## config.mk

```make
export PLATFORM = sky130hd
export DESIGN_NAME = elevator_scan_controller_unit
export DESIGN_NICKNAME = d
export VERILOG_FILES = /design/src/rtl/core/esc_pkg.sv /design/src/rtl/core/esc_speed.sv /design/src/rtl/core/elevator_scan_controller_unit.sv
export SDC_FILE = /design/constraint.sdc
export NUM_CORES = 1
export LEC_CHECK = 0
export ABC_AREA = 1
export BUFFER_PORTS_ARGS = -buffer_cell sky130_fd_sc_hd__buf_4
export CAP_MARGIN = 20
export CORE_MARGIN = 2
export CORE_UTILIZATION = 47
export CTS_BUF_LIST = sky130_fd_sc_hd__clkbuf_2 sky130_fd_sc_hd__clkbuf_4 sky130_fd_sc_hd__clkbuf_8
export CTS_CLUSTER_SIZE = 8
export DETAILED_ROUTE_END_ITERATION = 7
export MAX_ROUTING_LAYER = met4
export PLACE_DENSITY_LB_ADDON = 0.15
export SYNTH_ARGS = -nofsm -noshare
export SYNTH_HDL_FRONTEND = slang
export SYNTH_SLANG_ARGS = --single-unit
```

## constraint.sdc

```tcl
create_clock -name aclk -period 14.06 [get_ports aclk]
set_input_delay 2.812 -clock aclk [delete_from_list [all_inputs] [get_ports aclk]]
set_output_delay 2.812 -clock aclk [all_outputs]
set_load 0.03 [all_outputs]
```

## src/rtl/core/esc_pkg.sv

```systemverilog
// ----------------------------------------------------------------------------
// esc_pkg
// shared types, codes and constants of the elevator scan controller
// ----------------------------------------------------------------------------
`default_nettype none

package esc_pkg;

    localparam int FLOORS_DEF = 8;
    localparam int FLOORS_MAX = 16;

    localparam int KEY_W       = 3;
    localparam int SPEED_W     = 10;
    localparam int DIST_W      = 5;
    localparam int PROD_W      = 14;
    localparam int SUM_W       = 12;
    localparam int STOP_W      = 5;
    localparam int FLOOR_OUT_W = 4;
    localparam int MASK_OUT_W  = 8;
    localparam int TICK_W      = 16;
    localparam int GAIN_W      = 8;
    localparam int ADDR_W      = 4;
    localparam int DATA_W      = 32;

    localparam logic [KEY_W-1:0] KEY_NONE    = 3'd0;
    localparam logic [KEY_W-1:0] KEY_UP      = 3'd1;
    localparam logic [KEY_W-1:0] KEY_DOWN    = 3'd2;
    localparam logic [KEY_W-1:0] KEY_REQUEST = 3'd3;
    localparam logic [KEY_W-1:0] KEY_CANCEL  = 3'd4;

    localparam logic [1:0] REG_TRAVEL = 2'd0;
    localparam logic [1:0] REG_DWELL  = 2'd1;
    localparam logic [1:0] REG_GAIN   = 2'd2;
    localparam logic [1:0] REG_BASE   = 2'd3;

    localparam logic [TICK_W-1:0] TRAVEL_RST = 16'd20;
    localparam logic [TICK_W-1:0] DWELL_RST  = 16'd30;
    localparam logic [GAIN_W-1:0] GAIN_RST   = 8'd50;
    localparam logic [GAIN_W-1:0] BASE_RST   = 8'd40;

    localparam logic [STOP_W-1:0] NO_STOP = 5'h1F;

    typedef enum logic [1:0] {
        MODE_IDLE  = 2'd0,
        MODE_UP    = 2'd1,
        MODE_DOWN  = 2'd2,
        MODE_DWELL = 2'd3
    } mode_t;

    typedef enum logic [2:0] {
        ST_IDLE,
        ST_TICK,
        ST_SCAN,
        ST_MULT,
        ST_UPDATE,
        ST_DONE
    } state_t;

endpackage

`default_nettype wire

```

## src/rtl/core/esc_speed.sv

```systemverilog
// ----------------------------------------------------------------------------
// esc_speed
// motor drive: registered distance times gain, floor shift, base, saturation
// ----------------------------------------------------------------------------
`default_nettype none

module esc_speed (
    input  wire logic                                aclk,
    input  wire logic                                load,
    input  wire logic signed [esc_pkg::DIST_W-1:0]   delta,
    input  wire logic        [esc_pkg::GAIN_W-1:0]   gain,
    input  wire logic        [esc_pkg::GAIN_W-1:0]   base,
    input  wire logic                                rising,
    output logic      signed [esc_pkg::SPEED_W-1:0]  speed
);

    localparam int SW = esc_pkg::SUM_W;
    localparam logic signed [SW-1:0] SPD_MAX = SW'((1 << (esc_pkg::SPEED_W - 1)) - 1);
    localparam logic signed [SW-1:0] SPD_MIN = -SW'(1 << (esc_pkg::SPEED_W - 1));

    logic signed [esc_pkg::PROD_W-1:0] prod_reg;
    logic signed [esc_pkg::PROD_W-1:0] prod_next;
    logic signed [esc_pkg::GAIN_W:0]   gain_s;
    logic signed [SW-1:0]              shr_s;
    logic signed [SW-1:0]              base_s;
    logic signed [SW-1:0]              sum_s;

    assign gain_s    = $signed({1'b0, gain});
    assign prod_next = load ? delta * gain_s : prod_reg;

    always_ff @(posedge aclk) begin
        prod_reg <= prod_next;
    end

    // arithmetic shift rounds toward minus infinity
    assign shr_s  = SW'(prod_reg >>> 3);
    assign base_s = $signed({{(SW - esc_pkg::GAIN_W){1'b0}}, base});
    assign sum_s  = rising ? shr_s + base_s : shr_s - base_s;

    always_comb begin
        if (sum_s > SPD_MAX) begin
            speed = SPD_MAX[esc_pkg::SPEED_W-1:0];
        end else if (sum_s < SPD_MIN) begin
            speed = SPD_MIN[esc_pkg::SPEED_W-1:0];
        end else begin
            speed = sum_s[esc_pkg::SPEED_W-1:0];
        end
    end

endmodule

`default_nettype wire

```

## src/rtl/core/elevator_scan_controller_unit.sv

```systemverilog
// ----------------------------------------------------------------------------
// elevator_scan_controller_unit
// one control tick per request: key handling, wrapping floor scan, motor drive
// ----------------------------------------------------------------------------
//  channel   ports                       direction  content
//  s_        s_valid s_ready s_key_event in         one tick with optional key
//  m_        m_valid m_ready m_*         out        controller status per tick
//  apb       psel penable pwrite paddr.. in/out     four timing and drive regs
//
//  dwelling or with no floor pending, a request runs idle, tick, done;
//  else idle, tick, scan, mult, update, done, the scan stepping past k
//  floors (0 to FLOORS-1) before a pending one, one floor per cycle. the
//  next request is taken while the result register still waits on m_ready.
//  aresetn is synchronous: regs to defaults, all but scan and result cleared.
// ----------------------------------------------------------------------------
`default_nettype none

module elevator_scan_controller_unit #(
    parameter int FLOORS = esc_pkg::FLOORS_DEF
) (
    input  wire logic                                   aclk,
    input  wire logic                                   aresetn,

    input  wire logic                                   s_valid,
    output logic                                        s_ready,
    input  wire logic        [esc_pkg::KEY_W-1:0]       s_key_event,

    output logic                                        m_valid,
    input  wire logic                                   m_ready,
    output logic signed      [esc_pkg::SPEED_W-1:0]     m_motor_speed,
    output logic                                        m_lamp_running,
    output logic             [1:0]                      m_motion_mode,
    output logic             [esc_pkg::FLOOR_OUT_W-1:0] m_cabin_floor,
    output logic signed      [esc_pkg::STOP_W-1:0]      m_next_stop,
    output logic             [esc_pkg::FLOOR_OUT_W-1:0] m_selected_floor,
    output logic             [esc_pkg::MASK_OUT_W-1:0]  m_pending_requests,

    input  wire logic                                   psel,
    input  wire logic                                   penable,
    input  wire logic                                   pwrite,
    input  wire logic        [esc_pkg::ADDR_W-1:0]      paddr,
    input  wire logic        [esc_pkg::DATA_W-1:0]      pwdata,
    output logic             [esc_pkg::DATA_W-1:0]      prdata,
    output logic                                        pready
);

    localparam int IW = (FLOORS > 1) ? $clog2(FLOORS) : 1;
    localparam logic [IW-1:0] TOP_IDX = IW'(FLOORS - 1);
    localparam int TW = esc_pkg::TICK_W;
    localparam int GW = esc_pkg::GAIN_W;

    esc_pkg::state_t state_reg, state_next;
    esc_pkg::mode_t  mode_reg, mode_next;

    logic [TW-1:0]     travel_reg, travel_next;
    logic [TW-1:0]     dwell_reg, dwell_next;
    logic [GW-1:0]     gain_reg, gain_next;
    logic [GW-1:0]     base_reg, base_next;

    logic [IW-1:0]     sel_reg, sel_next;
    logic [IW-1:0]     cabin_reg, cabin_next;
    logic [IW-1:0]     scan_reg, scan_next;
    logic [IW-1:0]     target_reg, target_next;
    logic [FLOORS-1:0] mask_reg, mask_next;
    logic [esc_pkg::STOP_W-1:0]  stop_reg, stop_next;
    logic [TW-1:0]     tick_reg, tick_next;
    logic signed [esc_pkg::SPEED_W-1:0] speed_reg, speed_next;
    logic              lamp_reg, lamp_next;

    logic              m_valid_reg, m_valid_next;
    logic signed [esc_pkg::SPEED_W-1:0]     out_speed_reg, out_speed_next;
    logic                                   out_lamp_reg, out_lamp_next;
    logic [1:0]                             out_mode_reg, out_mode_next;
    logic [esc_pkg::FLOOR_OUT_W-1:0]        out_cabin_reg, out_cabin_next;
    logic [esc_pkg::STOP_W-1:0]             out_stop_reg, out_stop_next;
    logic [esc_pkg::FLOOR_OUT_W-1:0]        out_sel_reg, out_sel_next;
    logic [esc_pkg::MASK_OUT_W-1:0]         out_mask_reg, out_mask_next;

    logic [FLOORS-1:0] sel_bit, cabin_bit;
    logic [TW-1:0]     tick_inc;
    logic [esc_pkg::STOP_W-1:0] cabin_fl, sel_fl;
    logic [esc_pkg::FLOORS_MAX-1:0] mask_wide;
    logic signed [esc_pkg::DIST_W-1:0] floor_delta;
    logic signed [esc_pkg::SPEED_W-1:0] drive;
    logic              speed_load;
    logic              cfg_wr;

    assign sel_bit   = {{(FLOORS - 1){1'b0}}, 1'b1} << sel_reg;
    assign cabin_bit = {{(FLOORS - 1){1'b0}}, 1'b1} << cabin_reg;
    assign tick_inc  = tick_reg + TW'(1);
    assign cabin_fl  = esc_pkg::STOP_W'(cabin_reg) + esc_pkg::STOP_W'(1);
    assign sel_fl    = esc_pkg::STOP_W'(sel_reg) + esc_pkg::STOP_W'(1);
    assign mask_wide = esc_pkg::FLOORS_MAX'(mask_reg);
    assign floor_delta = $signed(esc_pkg::DIST_W'(target_reg))
                       - $signed(esc_pkg::DIST_W'(cabin_reg));
    assign cfg_wr    = psel & penable & pwrite & pready;

    esc_speed u_speed (
        .aclk   (aclk),
        .load   (speed_load),
        .delta  (floor_delta),
        .gain   (gain_reg),
        .base   (base_reg),
        .rising (mode_next == esc_pkg::MODE_UP),
        .speed  (drive)
    );

    always_ff @(posedge aclk) begin
        if (!aresetn) begin
            state_reg   <= esc_pkg::ST_IDLE;
            mode_reg    <= esc_pkg::MODE_IDLE;
            travel_reg  <= esc_pkg::TRAVEL_RST;
            dwell_reg   <= esc_pkg::DWELL_RST;
            gain_reg    <= esc_pkg::GAIN_RST;
            base_reg    <= esc_pkg::BASE_RST;
            sel_reg     <= '0;
            cabin_reg   <= '0;
            mask_reg    <= '0;
            stop_reg    <= esc_pkg::NO_STOP;
            tick_reg    <= '0;
            speed_reg   <= '0;
            lamp_reg    <= 1'b0;
            m_valid_reg <= 1'b0;
        end else begin
            state_reg   <= state_next;
            mode_reg    <= mode_next;
            travel_reg  <= travel_next;
            dwell_reg   <= dwell_next;
            gain_reg    <= gain_next;
            base_reg    <= base_next;
            sel_reg     <= sel_next;
            cabin_reg   <= cabin_next;
            mask_reg    <= mask_next;
            stop_reg    <= stop_next;
            tick_reg    <= tick_next;
            speed_reg   <= speed_next;
            lamp_reg    <= lamp_next;
            m_valid_reg <= m_valid_next;
        end
    end

    always_ff @(posedge aclk) begin
        scan_reg      <= scan_next;
        target_reg    <= target_next;
        out_speed_reg <= out_speed_next;
        out_lamp_reg  <= out_lamp_next;
        out_mode_reg  <= out_mode_next;
        out_cabin_reg <= out_cabin_next;
        out_stop_reg  <= out_stop_next;
        out_sel_reg   <= out_sel_next;
        out_mask_reg  <= out_mask_next;
    end

    always_comb begin
        state_next     = state_reg;
        mode_next      = mode_reg;
        travel_next    = travel_reg;
        dwell_next     = dwell_reg;
        gain_next      = gain_reg;
        base_next      = base_reg;
        sel_next       = sel_reg;
        cabin_next     = cabin_reg;
        scan_next      = scan_reg;
        target_next    = target_reg;
        mask_next      = mask_reg;
        stop_next      = stop_reg;
        tick_next      = tick_reg;
        speed_next     = speed_reg;
        lamp_next      = lamp_reg;
        m_valid_next   = m_valid_reg & ~m_ready;
        out_speed_next = out_speed_reg;
        out_lamp_next  = out_lamp_reg;
        out_mode_next  = out_mode_reg;
        out_cabin_next = out_cabin_reg;
        out_stop_next  = out_stop_reg;
        out_sel_next   = out_sel_reg;
        out_mask_next  = out_mask_reg;
        speed_load     = 1'b0;

        // register writes
        if (cfg_wr) begin
            unique case (paddr[3:2])
                esc_pkg::REG_TRAVEL: travel_next = pwdata[TW-1:0];
                esc_pkg::REG_DWELL:  dwell_next  = pwdata[TW-1:0];
                esc_pkg::REG_GAIN:   gain_next   = pwdata[GW-1:0];
                esc_pkg::REG_BASE:   base_next   = pwdata[GW-1:0];
                default: ;
            endcase
        end

        unique case (state_reg)
            esc_pkg::ST_IDLE: begin
                if (s_valid) begin
                    unique case (s_key_event)
                        esc_pkg::KEY_UP: begin
                            if (sel_reg < TOP_IDX) sel_next = sel_reg + IW'(1);
                        end
                        esc_pkg::KEY_DOWN: begin
                            if (sel_reg != '0) sel_next = sel_reg - IW'(1);
                        end
                        esc_pkg::KEY_REQUEST: begin
                            mask_next = mask_reg | sel_bit;
                        end
                        esc_pkg::KEY_CANCEL: begin
                            // the last pending floor cannot be cancelled
                            if ((mask_reg & ~sel_bit) != '0) mask_next = mask_reg & ~sel_bit;
                        end
                        default: ;
                    endcase
                    state_next = esc_pkg::ST_TICK;
                end
            end
            esc_pkg::ST_TICK: begin
                if (mode_reg == esc_pkg::MODE_DWELL) begin
                    tick_next = tick_inc;
                    if (tick_inc > dwell_reg) begin
                        mode_next = esc_pkg::MODE_IDLE;
                        tick_next = '0;
                    end
                    state_next = esc_pkg::ST_DONE;
                end else if (mask_reg == '0) begin
                    state_next = esc_pkg::ST_DONE;
                end else begin
                    scan_next  = cabin_reg;
                    state_next = esc_pkg::ST_SCAN;
                end
            end
            esc_pkg::ST_SCAN: begin
                if (mask_reg[scan_reg]) begin
                    target_next = scan_reg;
                    state_next  = esc_pkg::ST_MULT;
                end else if (mode_reg == esc_pkg::MODE_DOWN) begin
                    scan_next = (scan_reg == '0) ? TOP_IDX : scan_reg - IW'(1);
                end else begin
                    scan_next = (scan_reg == TOP_IDX) ? '0 : scan_reg + IW'(1);
                end
            end
            esc_pkg::ST_MULT: begin
                speed_load = 1'b1;
                state_next = esc_pkg::ST_UPDATE;
            end
            esc_pkg::ST_UPDATE: begin
                stop_next  = esc_pkg::STOP_W'(target_reg) + esc_pkg::STOP_W'(1);
                state_next = esc_pkg::ST_DONE;
                if (cabin_reg < target_reg) begin
                    mode_next  = esc_pkg::MODE_UP;
                    speed_next = drive;
                    lamp_next  = 1'b1;
                    if (tick_reg > travel_reg) begin
                        cabin_next = cabin_reg + IW'(1);
                        tick_next  = TW'(1);
                    end else begin
                        tick_next = tick_inc;
                    end
                end else if (cabin_reg > target_reg) begin
                    mode_next  = esc_pkg::MODE_DOWN;
                    speed_next = drive;
                    lamp_next  = 1'b1;
                    if (tick_reg > travel_reg) begin
                        cabin_next = cabin_reg - IW'(1);
                        tick_next  = TW'(1);
                    end else begin
                        tick_next = tick_inc;
                    end
                end else begin
                    // arrival
                    mode_next  = esc_pkg::MODE_DWELL;
                    stop_next  = esc_pkg::NO_STOP;
                    speed_next = '0;
                    lamp_next  = 1'b0;
                    mask_next  = mask_reg & ~cabin_bit;
                end
            end
            esc_pkg::ST_DONE: begin
                if (!m_valid_reg || m_ready) begin
                    m_valid_next   = 1'b1;
                    out_speed_next = speed_reg;
                    out_lamp_next  = lamp_reg;
                    out_mode_next  = mode_reg;
                    out_cabin_next = cabin_fl[esc_pkg::FLOOR_OUT_W-1:0];
                    out_stop_next  = stop_reg;
                    out_sel_next   = sel_fl[esc_pkg::FLOOR_OUT_W-1:0];
                    out_mask_next  = mask_wide[esc_pkg::MASK_OUT_W-1:0];
                    state_next     = esc_pkg::ST_IDLE;
                end
            end
            default: begin
                state_next = esc_pkg::ST_IDLE;
            end
        endcase
    end

    always_comb begin
        unique case (paddr[3:2])
            esc_pkg::REG_TRAVEL: prdata = esc_pkg::DATA_W'(travel_reg);
            esc_pkg::REG_DWELL:  prdata = esc_pkg::DATA_W'(dwell_reg);
            esc_pkg::REG_GAIN:   prdata = esc_pkg::DATA_W'(gain_reg);
            esc_pkg::REG_BASE:   prdata = esc_pkg::DATA_W'(base_reg);
            default:             prdata = '0;
        endcase
    end

    assign pready             = 1'b1;
    assign s_ready            = (state_reg == esc_pkg::ST_IDLE);
    assign m_valid            = m_valid_reg;
    assign m_motor_speed      = out_speed_reg;
    assign m_lamp_running     = out_lamp_reg;
    assign m_motion_mode      = out_mode_reg;
    assign m_cabin_floor      = out_cabin_reg;
    assign m_next_stop        = $signed(out_stop_reg);
    assign m_selected_floor   = out_sel_reg;
    assign m_pending_requests = out_mask_reg;

endmodule

`default_nettype wire

```

---- After elaboration in Yosys (flattened, before gate mapping) ----
Cells that the tools add are included.
operators by class
  add/subtract/negate cells ............... 13
  multipliers ............................. 1
  $lt $le $gt $ge ......................... 8
  equality and inequality tests ........... 30
  shift operators ......................... 2
  mux-type cells .......................... 52
  bitwise gates (word level) .............. 9
  reductions and logical operators ........ 25
operator list
  operator                                                       count
  one-hot mux 32 bit (4 select lines)                            1
  two-way mux 16 bit                                             5
  two-way mux 3 bit                                              17
  two-way mux 10 bit                                             4
  > comparator 16 bit                                            2
  two-way mux 8 bit                                              4
  one-hot mux 16 bit (2 select lines)                            1
  one-hot mux 8 bit (2 select lines)                             2
  != test 2 bit (second input constant)                          11
  one-hot mux 3 bit (6 select lines)                             1
  adder 16 x 1 -> 16 bit (second input constant)                 1
  AND 8 bit                                                      2
  NOT 8 bit                                                      2
  << shifter 1 x 3 -> 8 bit (first input constant)               2
  multiplier 4 x 9 -> 13 bit                                     1
  adder 3 x 1 -> 4 bit (second input constant)                   3
  equality test 3 x 2 -> 1 bit (second input constant)           4
  equality test 3 bit (second input constant)                    4
  > comparator 12 x 10 -> 1 bit (second input constant)          1
  less-than comparator 12 x 10 -> 1 bit (second input constant)  1
  two-way mux 12 bit                                             1
  one-hot mux 3 bit (2 select lines)                             2
  AND reduction 2 bit                                            6
  adder 10 x 9 -> 11 bit                                         1
  other kinds (33)                                               61
word-level totals
  register bits after elaboration ......... 153
  output and inout bits ................... 69
  word-level logic and storage cells ...... 164

---- Depth between registers and ports, before layout ----
Gate-level depths: netlist of the first run.
  depth after elaboration ................. 12
  gate-level depth with buffers ........... 34
  depth with buffers taken out ............ 34

---- Hierarchy ----
Synthesis of the first run repeated with hierarchy kept, for this count alone.
second synthesis, totals
  cell total of the unflattened synthesis .. 1,300
  area, all modules ....................... 9,970.8 sq um
modules (own cells, without submodules)
  module                         instances  cells an instance  area an instance (sq um)  seq. area each (sq um)
  elevator_scan_controller_unit  1          913                7,299.5                   3,203.1
  esc_speed                      1          387                2,671.3                   330.3

---- Worst setup path before layout of the first run ----
OpenSTA, ideal clock, no wires.
  kind .................................... input -> output
  start ................................... input paddr[3] in the netlist's numbering
  end ..................................... output prdata[1] in the netlist's numbering
  arrival time ............................ 3.948 ns
  data required time ...................... 11.248 ns
  slack ................................... 7.300 ns
  stages on the path ...................... 4
  cell sequence ........................... nor2_1 inv_1 clkbuf_1 o21ai_0
on the way
  longest elaborated chain between the ends .. 2
  elaborated cells on any way between the ends .. 5
  those cells by class .................... eq/ne: 3; mux: 1; reduce/logical: 1
ends and longest elaborated chain
  element                                            line                                  RTL
  start, declared                                    elevator_scan_controller_unit.sv:41   input wire logic [esc_pkg::ADDR_W-1:0] paddr,
  equality test 2 bit, or another cell as far along  elevator_scan_controller_unit.sv:294  unique case (paddr[3:2])
  one-hot mux 32 bit (4 select lines) *              elevator_scan_controller_unit.sv:294
  end, declared                                      elevator_scan_controller_unit.sv:43   output logic [esc_pkg::DATA_W-1:0] prdata,
Every way passes the cells marked *; elsewhere a longest branch is shown, timed or not. The select of a mux whose other input is x is not followed.

---- Final worst setup path of the first run ----
  start ................................... input paddr[3] in the netlist's numbering
  end ..................................... output prdata[12] in the netlist's numbering
Same word-level chain as after synthesis.

==> flow_metrics.py, run 1 <==
metrics = {
    "grt": {
        "grt_pass1_vias": 6989,
        "antenna_found_initial": 0,
        "grt_max_degree": 63,
        "grt_pass1_wl_um": 34400,
        "grtUsageTotal_pct": 21.9,
        "grt-ovfl-total": 0,
    },
    "placement": {
        "dp_slack_ns": 7.07,
        "dp_cells": 1380,
        "dp_hpwl_um": 15900,
        "gp_congestion": 0.896,
        "port_buffers": 79,
        "placed_area_mm2": 0.00978,
    },
    "pwr": {
        "power_frac_comb_pct": 38.0,
        "p_per_area_mw_per_mm2": 139,
        "power_frac_seq_pct": 38.4,
        "p_switching_uw": 558,
        "power.internal_uw": 858,
        "peakVddDrop_uv": 77.6,
        "power.share.clock_pct": 23.6,
        "switching_share_pct": 39.4,
        "leakage_nw": 4.52,
    },
    "status": {
        "status": "complete, no violations",
    },
    "final_layout": {
        "final_cells": 1412,
        "fillCellCount": 1836,
        "utilization_pct": 54.2,
        "drive_above_1_share_pct": 12.7,
        "final_cell_area_mm2": 0.0102,
        "final_nets": 1316,
        "syn_to_final_growth_pct": 12.5,
        "diodes": 0,
        "layout_common_cells": "nand2_1, inv_1, a21oi_1",
        "final_common_cell": "nand2_1",
    },
    "setup_path": {
        "critPathCapture": "prdata[12]",
        "rrSetupSlack_ns": 8.33,
        "arrival_ns": 4.21,
        "startpoint_type": "input pin",
        "r2r_end": "speed_reg[7]",
        "crit_start": "paddr[3]",
        "worstPathMaxFanout": 10,
        "r2r-start": "tick_reg[1]",
        "crit_required_ns": 11.25,
        "reg2regPathDepth": 33,
        "worstSetupEndpointType": "output pin",
        "crit_type": "input pin to output pin",
    },
    "timing": {
        "post-route-period-util_pct": 49.9,
        "slew_viol_final": 0,
        "finalHoldViolCount": 0,
        "fin_worst_skew_ns": 0.0147,
        "fmax_mhz": 142,
        "maxSlewHeadroom_pct": 39.3,
        "finalCriticalPeriod_ns": 7.02,
        "setup_ws_ns": 7.04,
        "final.setup.tns_ns": 0,
        "tightest_slew_ns": 0.908,
        "rsz0062_at_grt": "no",
        "setup_viol": 0,
    },
    "yosys": {
        "seq_area_frac_synth_pct": 38.8,
        "syn_area_mm2": 0.00904,
        "synth_edf_count": 50,
        "postSynthCellCount": 1092,
        "ys_dominant_reg_cell": "dfxtp_1",
        "ys_ff_latch": 150,
        "yosys_warnings": 0,
        "syn_area_per_cell_um2": 8.28,
        "postSynth.asyncResetShare_pct": 0,
        "synth_cell_type_count": 47,
    },
    "cts": {
        "holdBufCountCts": 0,
        "post_cts_buffers": 0,
        "h-tree-depth": 4,
        "post_cts_resized": 0,
        "clk_latency_ns": 0.47,
        "path_clk_slew_ns": 0.08,
        "ctsLongestPathBuffers": 2,
        "cts_root_buf": "clkbuf_8",
        "cts-buffers-inserted": 17,
        "cts.sinks": 150,
        "cts_tree": "built",
    },
    "detailed_routing": {
        "wl_um": 20700,
        "wire_per_inst_um": 14.7,
        "dr_total_vias": 7371,
        "antenna_left": 0,
        "firstDrtPassIters": 5,
        "drtIter0Drc": 434,
        "vias_per_cell": 5.22,
        "drcViolationCount": 0,
    },
    "die": {
        "row_count": 50,
        "die_w_um": 143,
        "coreArea_mm2": 0.0188,
        "design.die.area_mm2": 0.0204,
        "die_h_um": 143,
        "initial_utilization_pct": 48.2,
        "io_pins": 115,
    },
    "job": {
        "maxCapViolations": 0,
    },
    "min_path": {
        "hold_path_class": "flip-flop to flip-flop",
    },
}
## routing by layer
metal  global-route usage [%]  up-vias  wire length (um)
li1                         -     3771                 -
met1                     29.8     3397             10300
met2                     34.1      176              9310
met3                     3.45       27               804
met4                     6.15        0               323
met5                        -        -                 0
## kinds of logic after synthesis
family          Yosys count  synth area share [%]
fa+ha+maj               105                  16.0
flops                   150                  38.8
simple gates            317                  15.0
compound gates          271                  17.0
other cells               2                0.0831
buf+inv                 208                  9.39
xor+xnor                 39                  3.78
## critical path, cell delays in order
cell      delay (ns)
buf_4           0.13
nor2_2          0.33
clkinv_1        0.40
o22ai_1         0.31
buf_4           0.22
## cell usage after synthesis, drive strengths merged, types with 2 or more instances
cell | n | area (um^2)
o2111ai | 3 | 26.3
nand2 | 192 | 731
edfxtp | 50 | 1500
a211oi | 3 | 22.5
clkinv | 3 | 11.3
dfxtp | 100 | 2000
conb | 2 | 7.51
o41ai | 2 | 17.5
nor3 | 15 | 90.1
a21oi | 125 | 667
inv | 163 | 612
a221oi | 6 | 52.6
o22ai | 21 | 131
xnor2 | 9 | 78.8
nor4 | 3 | 18.8
o211ai | 11 | 82.6
buf | 20 | 143
xor2 | 30 | 263
a31oi | 4 | 25.0
fa | 18 | 360
nand3 | 34 | 203
o21ai | 87 | 439
ha | 87 | 1090
clkbuf | 22 | 82.6
nor2 | 64 | 253
nand4 | 5 | 31.3
or2 | 3 | 18.8
## cell type report
type	count	area, um^2	area share [%]
clock inverter	12	130	1.28
inverter	166	623	6.13
clock buffer	20	256	2.52
multi-input combinational	749	4750	46.7
sequential	150	3500	34.5
tap	234	293	2.88
timing repair buffer	81	608	5.98
## metrics by stage
stage	total power [mW]	hold slack, ns
final	1.42	0.433
after CTS	1.43	0.433
after global routing	1.52	0.453
after detailed placement	1.09	0.414
after global placement	1.08	0.413
after floorplan	0.967	0.409
## worst min path at each step
stage	from	end	slack, ns	cells after the start
floorplan	lamp_reg	m_lamp_running	0.41	0
global placement	speed_reg[9]	m_motor_speed[9]	0.41	0
detailed placement	speed_reg[4]	m_motor_speed[4]	0.41	0
CTS	speed_reg[4]	m_motor_speed[4]	0.43	0
global route	speed_reg[4]	m_motor_speed[4]	0.45	0
finish	speed_reg[4]	m_motor_speed[4]	0.43	0
## power groups by stage
stage                     Sequential, mW  Clock [mW]  Combinational [mW]
after floorplan                    0.566           0               0.401
after global placement             0.553           0               0.532
after detailed placement           0.554           0               0.540
after CTS                          0.544       0.339               0.542
after global routing               0.551       0.360               0.610
final                              0.544       0.334               0.538
Note: power is estimated with default switching activity, not from simulation.
==> run 2: changes to the inputs <==
- ABC_AREA: 1 -> 0
- clock period: 14.06 -> 6.3 ns (I/O delays scaled with it)
==> flow_metrics.py, run 2 <==
metrics = {
    "cts": {
        "clk_latency_ns": 0.47,
        "cts-buffers-inserted": 17,
        "cts.sinks": 150,
        "h-tree-depth": 4,
        "cts_tree": "built",
        "cts_root_buf": "clkbuf_8",
        "holdBufCountCts": 0,
        "path_clk_slew_ns": 0.09,
        "ctsLongestPathBuffers": 2,
    },
    "yosys": {
        "yosys_warnings": 0,
        "synth_top_area_share_pct": 21.6,
        "yosysMostFrequentCell": "nand2_1",
        "seq_area_frac_synth_pct": 37.8,
        "yosys-top-cells-count": "nand2_1, dfxtp_1, ha_1",
        "ys_dominant_reg_cell": "dfxtp_1",
        "yosysTopAreaCell": "dfxtp_1",
        "postSynth.asyncResetShare_pct": 0,
        "syn_area_mm2": 0.00927,
        "synth_edf_count": 50,
        "syn_area_per_cell_um2": 9.20,
        "synth_cell_type_count": 61,
        "synth.area.top_cells": "dfxtp_1, edfxtp_1, ha_1, nand2_1, a21oi_1",
        "postSynthCellCount": 1008,
        "ys_ff_latch": 150,
    },
    "placement": {
        "dp_cells": 1335,
        "placed_area_mm2": 0.0102,
        "dp_hpwl_um": 15800,
        "port_buffers": 79,
        "gp_congestion": 0.842,
        "dp_slack_ns": -0.100,
    },
    "final_layout": {
        "drive_above_1_share_pct": 16.5,
        "syn_to_final_growth_pct": 15.0,
        "final_cell_area_mm2": 0.0107,
        "diodes": 0,
        "multi_input_area_mm2": 0.00538,
        "final_cells": 1371,
        "seqCellArea_mm2": 0.00350,
        "layout_common_cells": "nand2_1, buf_4, dfxtp_1",
        "final_common_cell": "nand2_1",
        "utilization_pct": 55.0,
        "final_nets": 1244,
        "fillCellCount": 1827,
    },
    "grt": {
        "grt-ovfl-total": 0,
        "grtUsageTotal_pct": 22.1,
        "met1_usage_pct": 29.6,
        "grt_pass1_vias": 6866,
        "antenna_found_initial": 0,
        "grt_use_met2_pct": 35.1,
        "grt_pass1_wl_um": 35000,
        "grt.busiest_layer": "met2",
        "global_route.usage.met3_pct": 3.71,
        "grt_max_degree": 75,
    },
    "timing": {
        "tightest_slew_ns": 1.22,
        "maxSlewHeadroom_pct": 18.4,
        "slew_viol_final": 0,
        "setup_ws_ns": 0.363,
        "fin_worst_skew_ns": 0.0161,
        "holdWs_ns": 0.436,
        "post-route-period-util_pct": 94.2,
        "setup_viol": 0,
        "final.setup.tns_ns": 0,
        "finalCriticalPeriod_ns": 5.94,
        "fmax_mhz": 168,
        "finalHoldViolCount": 0,
    },
    "detailed_routing": {
        "antenna_left": 0,
        "firstDrtPassIters": 5,
        "drtIter0Drc": 478,
        "dr_total_vias": 7315,
        "drcViolationCount": 0,
        "wire_per_inst_um": 15.7,
        "wl_um": 21600,
        "vias_per_cell": 5.34,
    },
    "setup_path": {
        "worstPathMaxFanout": 6,
        "reg2regPathDepth": 26,
        "startpoint_type": "flip-flop",
        "worstSetupEndpointType": "flip-flop",
        "crit_type": "flip-flop to flip-flop",
        "arrival_ns": 6.31,
        "crit_required_ns": 6.67,
    },
    "min_path": {
        "hold_path_class": "flip-flop to flip-flop",
        "hold_depth": 0,
    },
    "pwr": {
        "peakVddDrop_uv": 165,
        "leakage_nw": 4.49,
        "p_per_area_mw_per_mm2": 281,
        "finalPower_mw": 2.99,
    },
    "die": {
        "die_w_um": 144,
        "initial_utilization_pct": 47.8,
        "design.die.area_mm2": 0.0209,
        "die_h_um": 144,
        "coreArea_mm2": 0.0194,
        "io_pins": 115,
        "row_count": 51,
    },
    "status": {
        "status": "complete, no violations",
    },
    "job": {
        "maxCapViolations": 0,
    },
}
==> run 2: power by group <==
part           internal [mW]  total [mW]  switching, mW
Clock                  0.378       0.762          0.383
Combinational          0.413        1.01          0.600
Sequential              1.12        1.22          0.102
==> run 2: final cells by class <==
| cell class | instances | share of cell area (%) |
|---|---|---|
| Clock buffer | 21 | 2.53 |
| Clock inverter | 11 | 1.15 |
| Inverter | 78 | 2.74 |
| Multi-Input combinational cell | 744 | 50.4 |
| Sequential cell | 150 | 32.9 |
| Tap cell | 265 | 3.11 |
| Timing Repair Buffer | 102 | 7.18 |
==> run 2: logic make-up (layout without fill, tap and decap cells) <==
logic type                 Yosys count  after routing  synth area share, %
buffers and inverters              131            212                 6.07
other                                2             17               0.0810
AOI/OAI and AO/OA                  206            207                 14.2
adders and majority gates          105            105                 15.6
DFF                                150            150                 37.8
xor gates and xnor gates            44             44                 4.16
muxes                               37             37                 5.34
and+or+nand+nor                    333            334                 16.7
==> run 2: repair_timing <==
action | 4_1_cts | 5_1_grt
gates cloned | 0 | 2
pin swaps | 0 | 6
setup endpoints to repair | 9 | 10
setup buffers | 0 | 2
gates resized for setup | 2 | 19
==> run 2: final timing paths <==
check | slack, ns | to | from
setup / recovery | 0.36 | speed_reg[0] | tick_reg[1]
setup reg to reg | 0.36 | speed_reg[0] | tick_reg[1]
hold reg to reg | 0.44 | m_lamp_running | lamp_reg
hold / removal | 0.44 | m_lamp_running | lamp_reg
==> run 2: worst max-delay path, stage by stage, from the launching register on <==
cell and delay, ns:
dfxtp_1 0.37, ha_2 0.22, nand3_1 0.12, or2_2 0.36
nor2_4 0.17, nand3_1 0.13, xnor2_2 0.17, ha_1 0.33
nand4_1 0.16, or4_1 0.53, inv_1 0.08, a31oi_1 0.07
a32o_1 0.30, or2_2 0.35, o31a_1 0.13, xor2_1 0.15
ha_1 0.29, buf_4 0.16, nand3_1 0.07, o211ai_1 0.12
o21ai_1 0.18, nand2b_1 0.08, a21oi_1 0.23, o21ai_0 0.19
xor2_2 0.41, o21ai_2 0.18, a221oi_1 0.31
==> run 2: metal layers <==
metal  vias to the layer above  share of wire, %
li1                       3660                 -
met1                      3474                48
met2                       159                47
met3                        22               4.2
met4                         0               1.0
met5                         -                 0
==> run 3: changes to the inputs <==
- MAX_ROUTING_LAYER: met4 -> not set
==> flow_metrics.py, run 3 (synthesized netlist as in run 2, its figures left out) <==
metrics = {
    "final_layout": {
        "final_common_cell": "nand2_1",
        "drive_above_1_share_pct": 16.5,
        "utilization_pct": 55.0,
        "syn_to_final_growth_pct": 15.0,
        "final_cell_area_mm2": 0.0107,
        "layout_common_cells": "nand2_1, buf_4, dfxtp_1",
        "final_cells": 1371,
        "final_nets": 1244,
        "diodes": 0,
    },
    "cts": {
        "cts.sinks": 150,
        "ctsLongestPathBuffers": 2,
        "cts-buffers-inserted": 17,
        "h-tree-depth": 4,
        "cts_root_buf": "clkbuf_8",
        "path_clk_slew_ns": 0.09,
        "clk_latency_ns": 0.47,
        "cts_tree": "built",
        "holdBufCountCts": 0,
    },
    "timing": {
        "holdWs_ns": 0.435,
        "finalHoldViolCount": 0,
        "post-route-period-util_pct": 94.0,
        "fmax_mhz": 169,
        "final.setup.tns_ns": 0,
        "setup_viol": 0,
        "setup_ws_ns": 0.376,
        "finalCriticalPeriod_ns": 5.92,
        "maxSlewHeadroom_pct": 15.9,
        "slew_viol_final": 0,
        "tightest_slew_ns": 1.26,
        "fin_worst_skew_ns": 0.0151,
    },
    "grt": {
        "grt_max_degree": 75,
        "antenna_found_initial": 0,
        "met1_usage_pct": 29.6,
        "grt_use_met2_pct": 35.0,
        "global_route.usage.met3_pct": 3.71,
        "grt_pass1_vias": 6869,
        "grt.busiest_layer": "met2",
        "grt_pass1_wl_um": 35000,
        "grtUsageTotal_pct": 21.5,
        "grt-ovfl-total": 0,
    },
    "die": {
        "coreArea_mm2": 0.0194,
        "die_w_um": 144,
        "row_count": 51,
        "die_h_um": 144,
        "initial_utilization_pct": 47.8,
        "io_pins": 115,
        "design.die.area_mm2": 0.0209,
    },
    "min_path": {
        "hold_path_class": "flip-flop to flip-flop",
    },
    "job": {
        "maxCapViolations": 0,
    },
    "setup_path": {
        "slowest_delay_ns": 0.53,
        "worstPathMaxFanout": 6,
        "slowest_stage": "or4_1",
        "path_buf_inv": 2,
        "path_common_cell": "nand3_1",
        "crit_type": "flip-flop to flip-flop",
        "cpLargestDelayFamily": "simple AND/OR/NAND/NOR gates",
        "crit_required_ns": 6.68,
        "startpoint_type": "flip-flop",
        "arrival_ns": 6.30,
        "worstSetupEndpointType": "flip-flop",
    },
    "placement": {
        "dp_slack_ns": -0.100,
        "placed_area_mm2": 0.0102,
        "gp_congestion": 0.830,
        "dp_hpwl_um": 15800,
        "dp_cells": 1335,
        "port_buffers": 79,
    },
    "pwr": {
        "peakVddDrop_uv": 164,
        "finalPower_mw": 3.00,
        "p_per_area_mw_per_mm2": 281,
        "leakage_nw": 4.49,
    },
    "detailed_routing": {
        "wire_per_inst_um": 15.7,
        "vias_per_cell": 5.35,
        "drtIter0Drc": 456,
        "dr_total_vias": 7337,
        "antenna_left": 0,
        "drcViolationCount": 0,
        "wl_um": 21600,
        "firstDrtPassIters": 5,
    },
    "status": {
        "status": "complete, no violations",
    },
}
[run 3: cell counts in the layout (fill, tap and decap cells not counted)]
No cell type changed its count.
[run 3: worst reg2reg max path, stage by stage (launching register included)]
cell and delay, ns:
dfxtp_1 0.37, ha_2 0.22, nand3_1 0.13, or2_2 0.36, nor2_4 0.16, nand3_1 0.13, xnor2_2 0.16, ha_1 0.33
nand4_1 0.16, or4_1 0.53, inv_1 0.08, a31oi_1 0.07, a32o_1 0.30, or2_2 0.35, o31a_1 0.13, xor2_1 0.15
ha_1 0.29, buf_4 0.16, nand3_1 0.07, o211ai_1 0.11, o21ai_1 0.19, nand2b_1 0.08, a21oi_1 0.22, o21ai_0 0.19
xor2_2 0.41, o21ai_2 0.17, a221oi_1 0.30
[run 3: final timing paths]
check	slack [ns]	to	depth (start not counted)	from
setup / recovery	0.38	speed_reg[0]	26	tick_reg[1]
hold / removal	0.44	m_lamp_running	0	lamp_reg
setup reg to reg	0.38	speed_reg[0]	26	tick_reg[1]
hold reg to reg	0.44	m_lamp_running	0	lamp_reg
[run 3: cell type report]
type | instances | area, um^2
fill | 1827 | 8730
clock buffer | 21 | 270
timing repair buffer | 102 | 766
inverter | 78 | 293
sequential | 150 | 3500
multi-input combinational | 744 | 5380
tap | 265 | 332
clock inverter | 11 | 123
[run 3: layer usage]
| metal | vias to the layer above | share of wire, % |
|---|---|---|
| li1 | 3653 | - |
| met1 | 3498 | 47 |
| met2 | 164 | 47 |
| met3 | 22 | 4.3 |
| met4 | 0 | 1.1 |
| met5 | - | 0 |
[run 3: power breakdown]
| group | total, mW | switching, mW | internal [mW] | leakage (nW) |
|---|---|---|---|---|
| combinational | 1.01 | 0.601 | 0.413 | 3.01 |
| sequential | 1.22 | 0.102 | 1.12 | 1.27 |
| clock | 0.761 | 0.383 | 0.378 | 0.211 |
| total | 3.00 | 1.09 | 1.91 | 4.49 |
[run 3: timing repair]
item                                    in CTS  in global routing
endpoints found under the setup margin       9                 10
resized for setup                            2                 19
buffers inserted                             0                  2
pin swaps                                    0                  6
cloned                                       0                  2
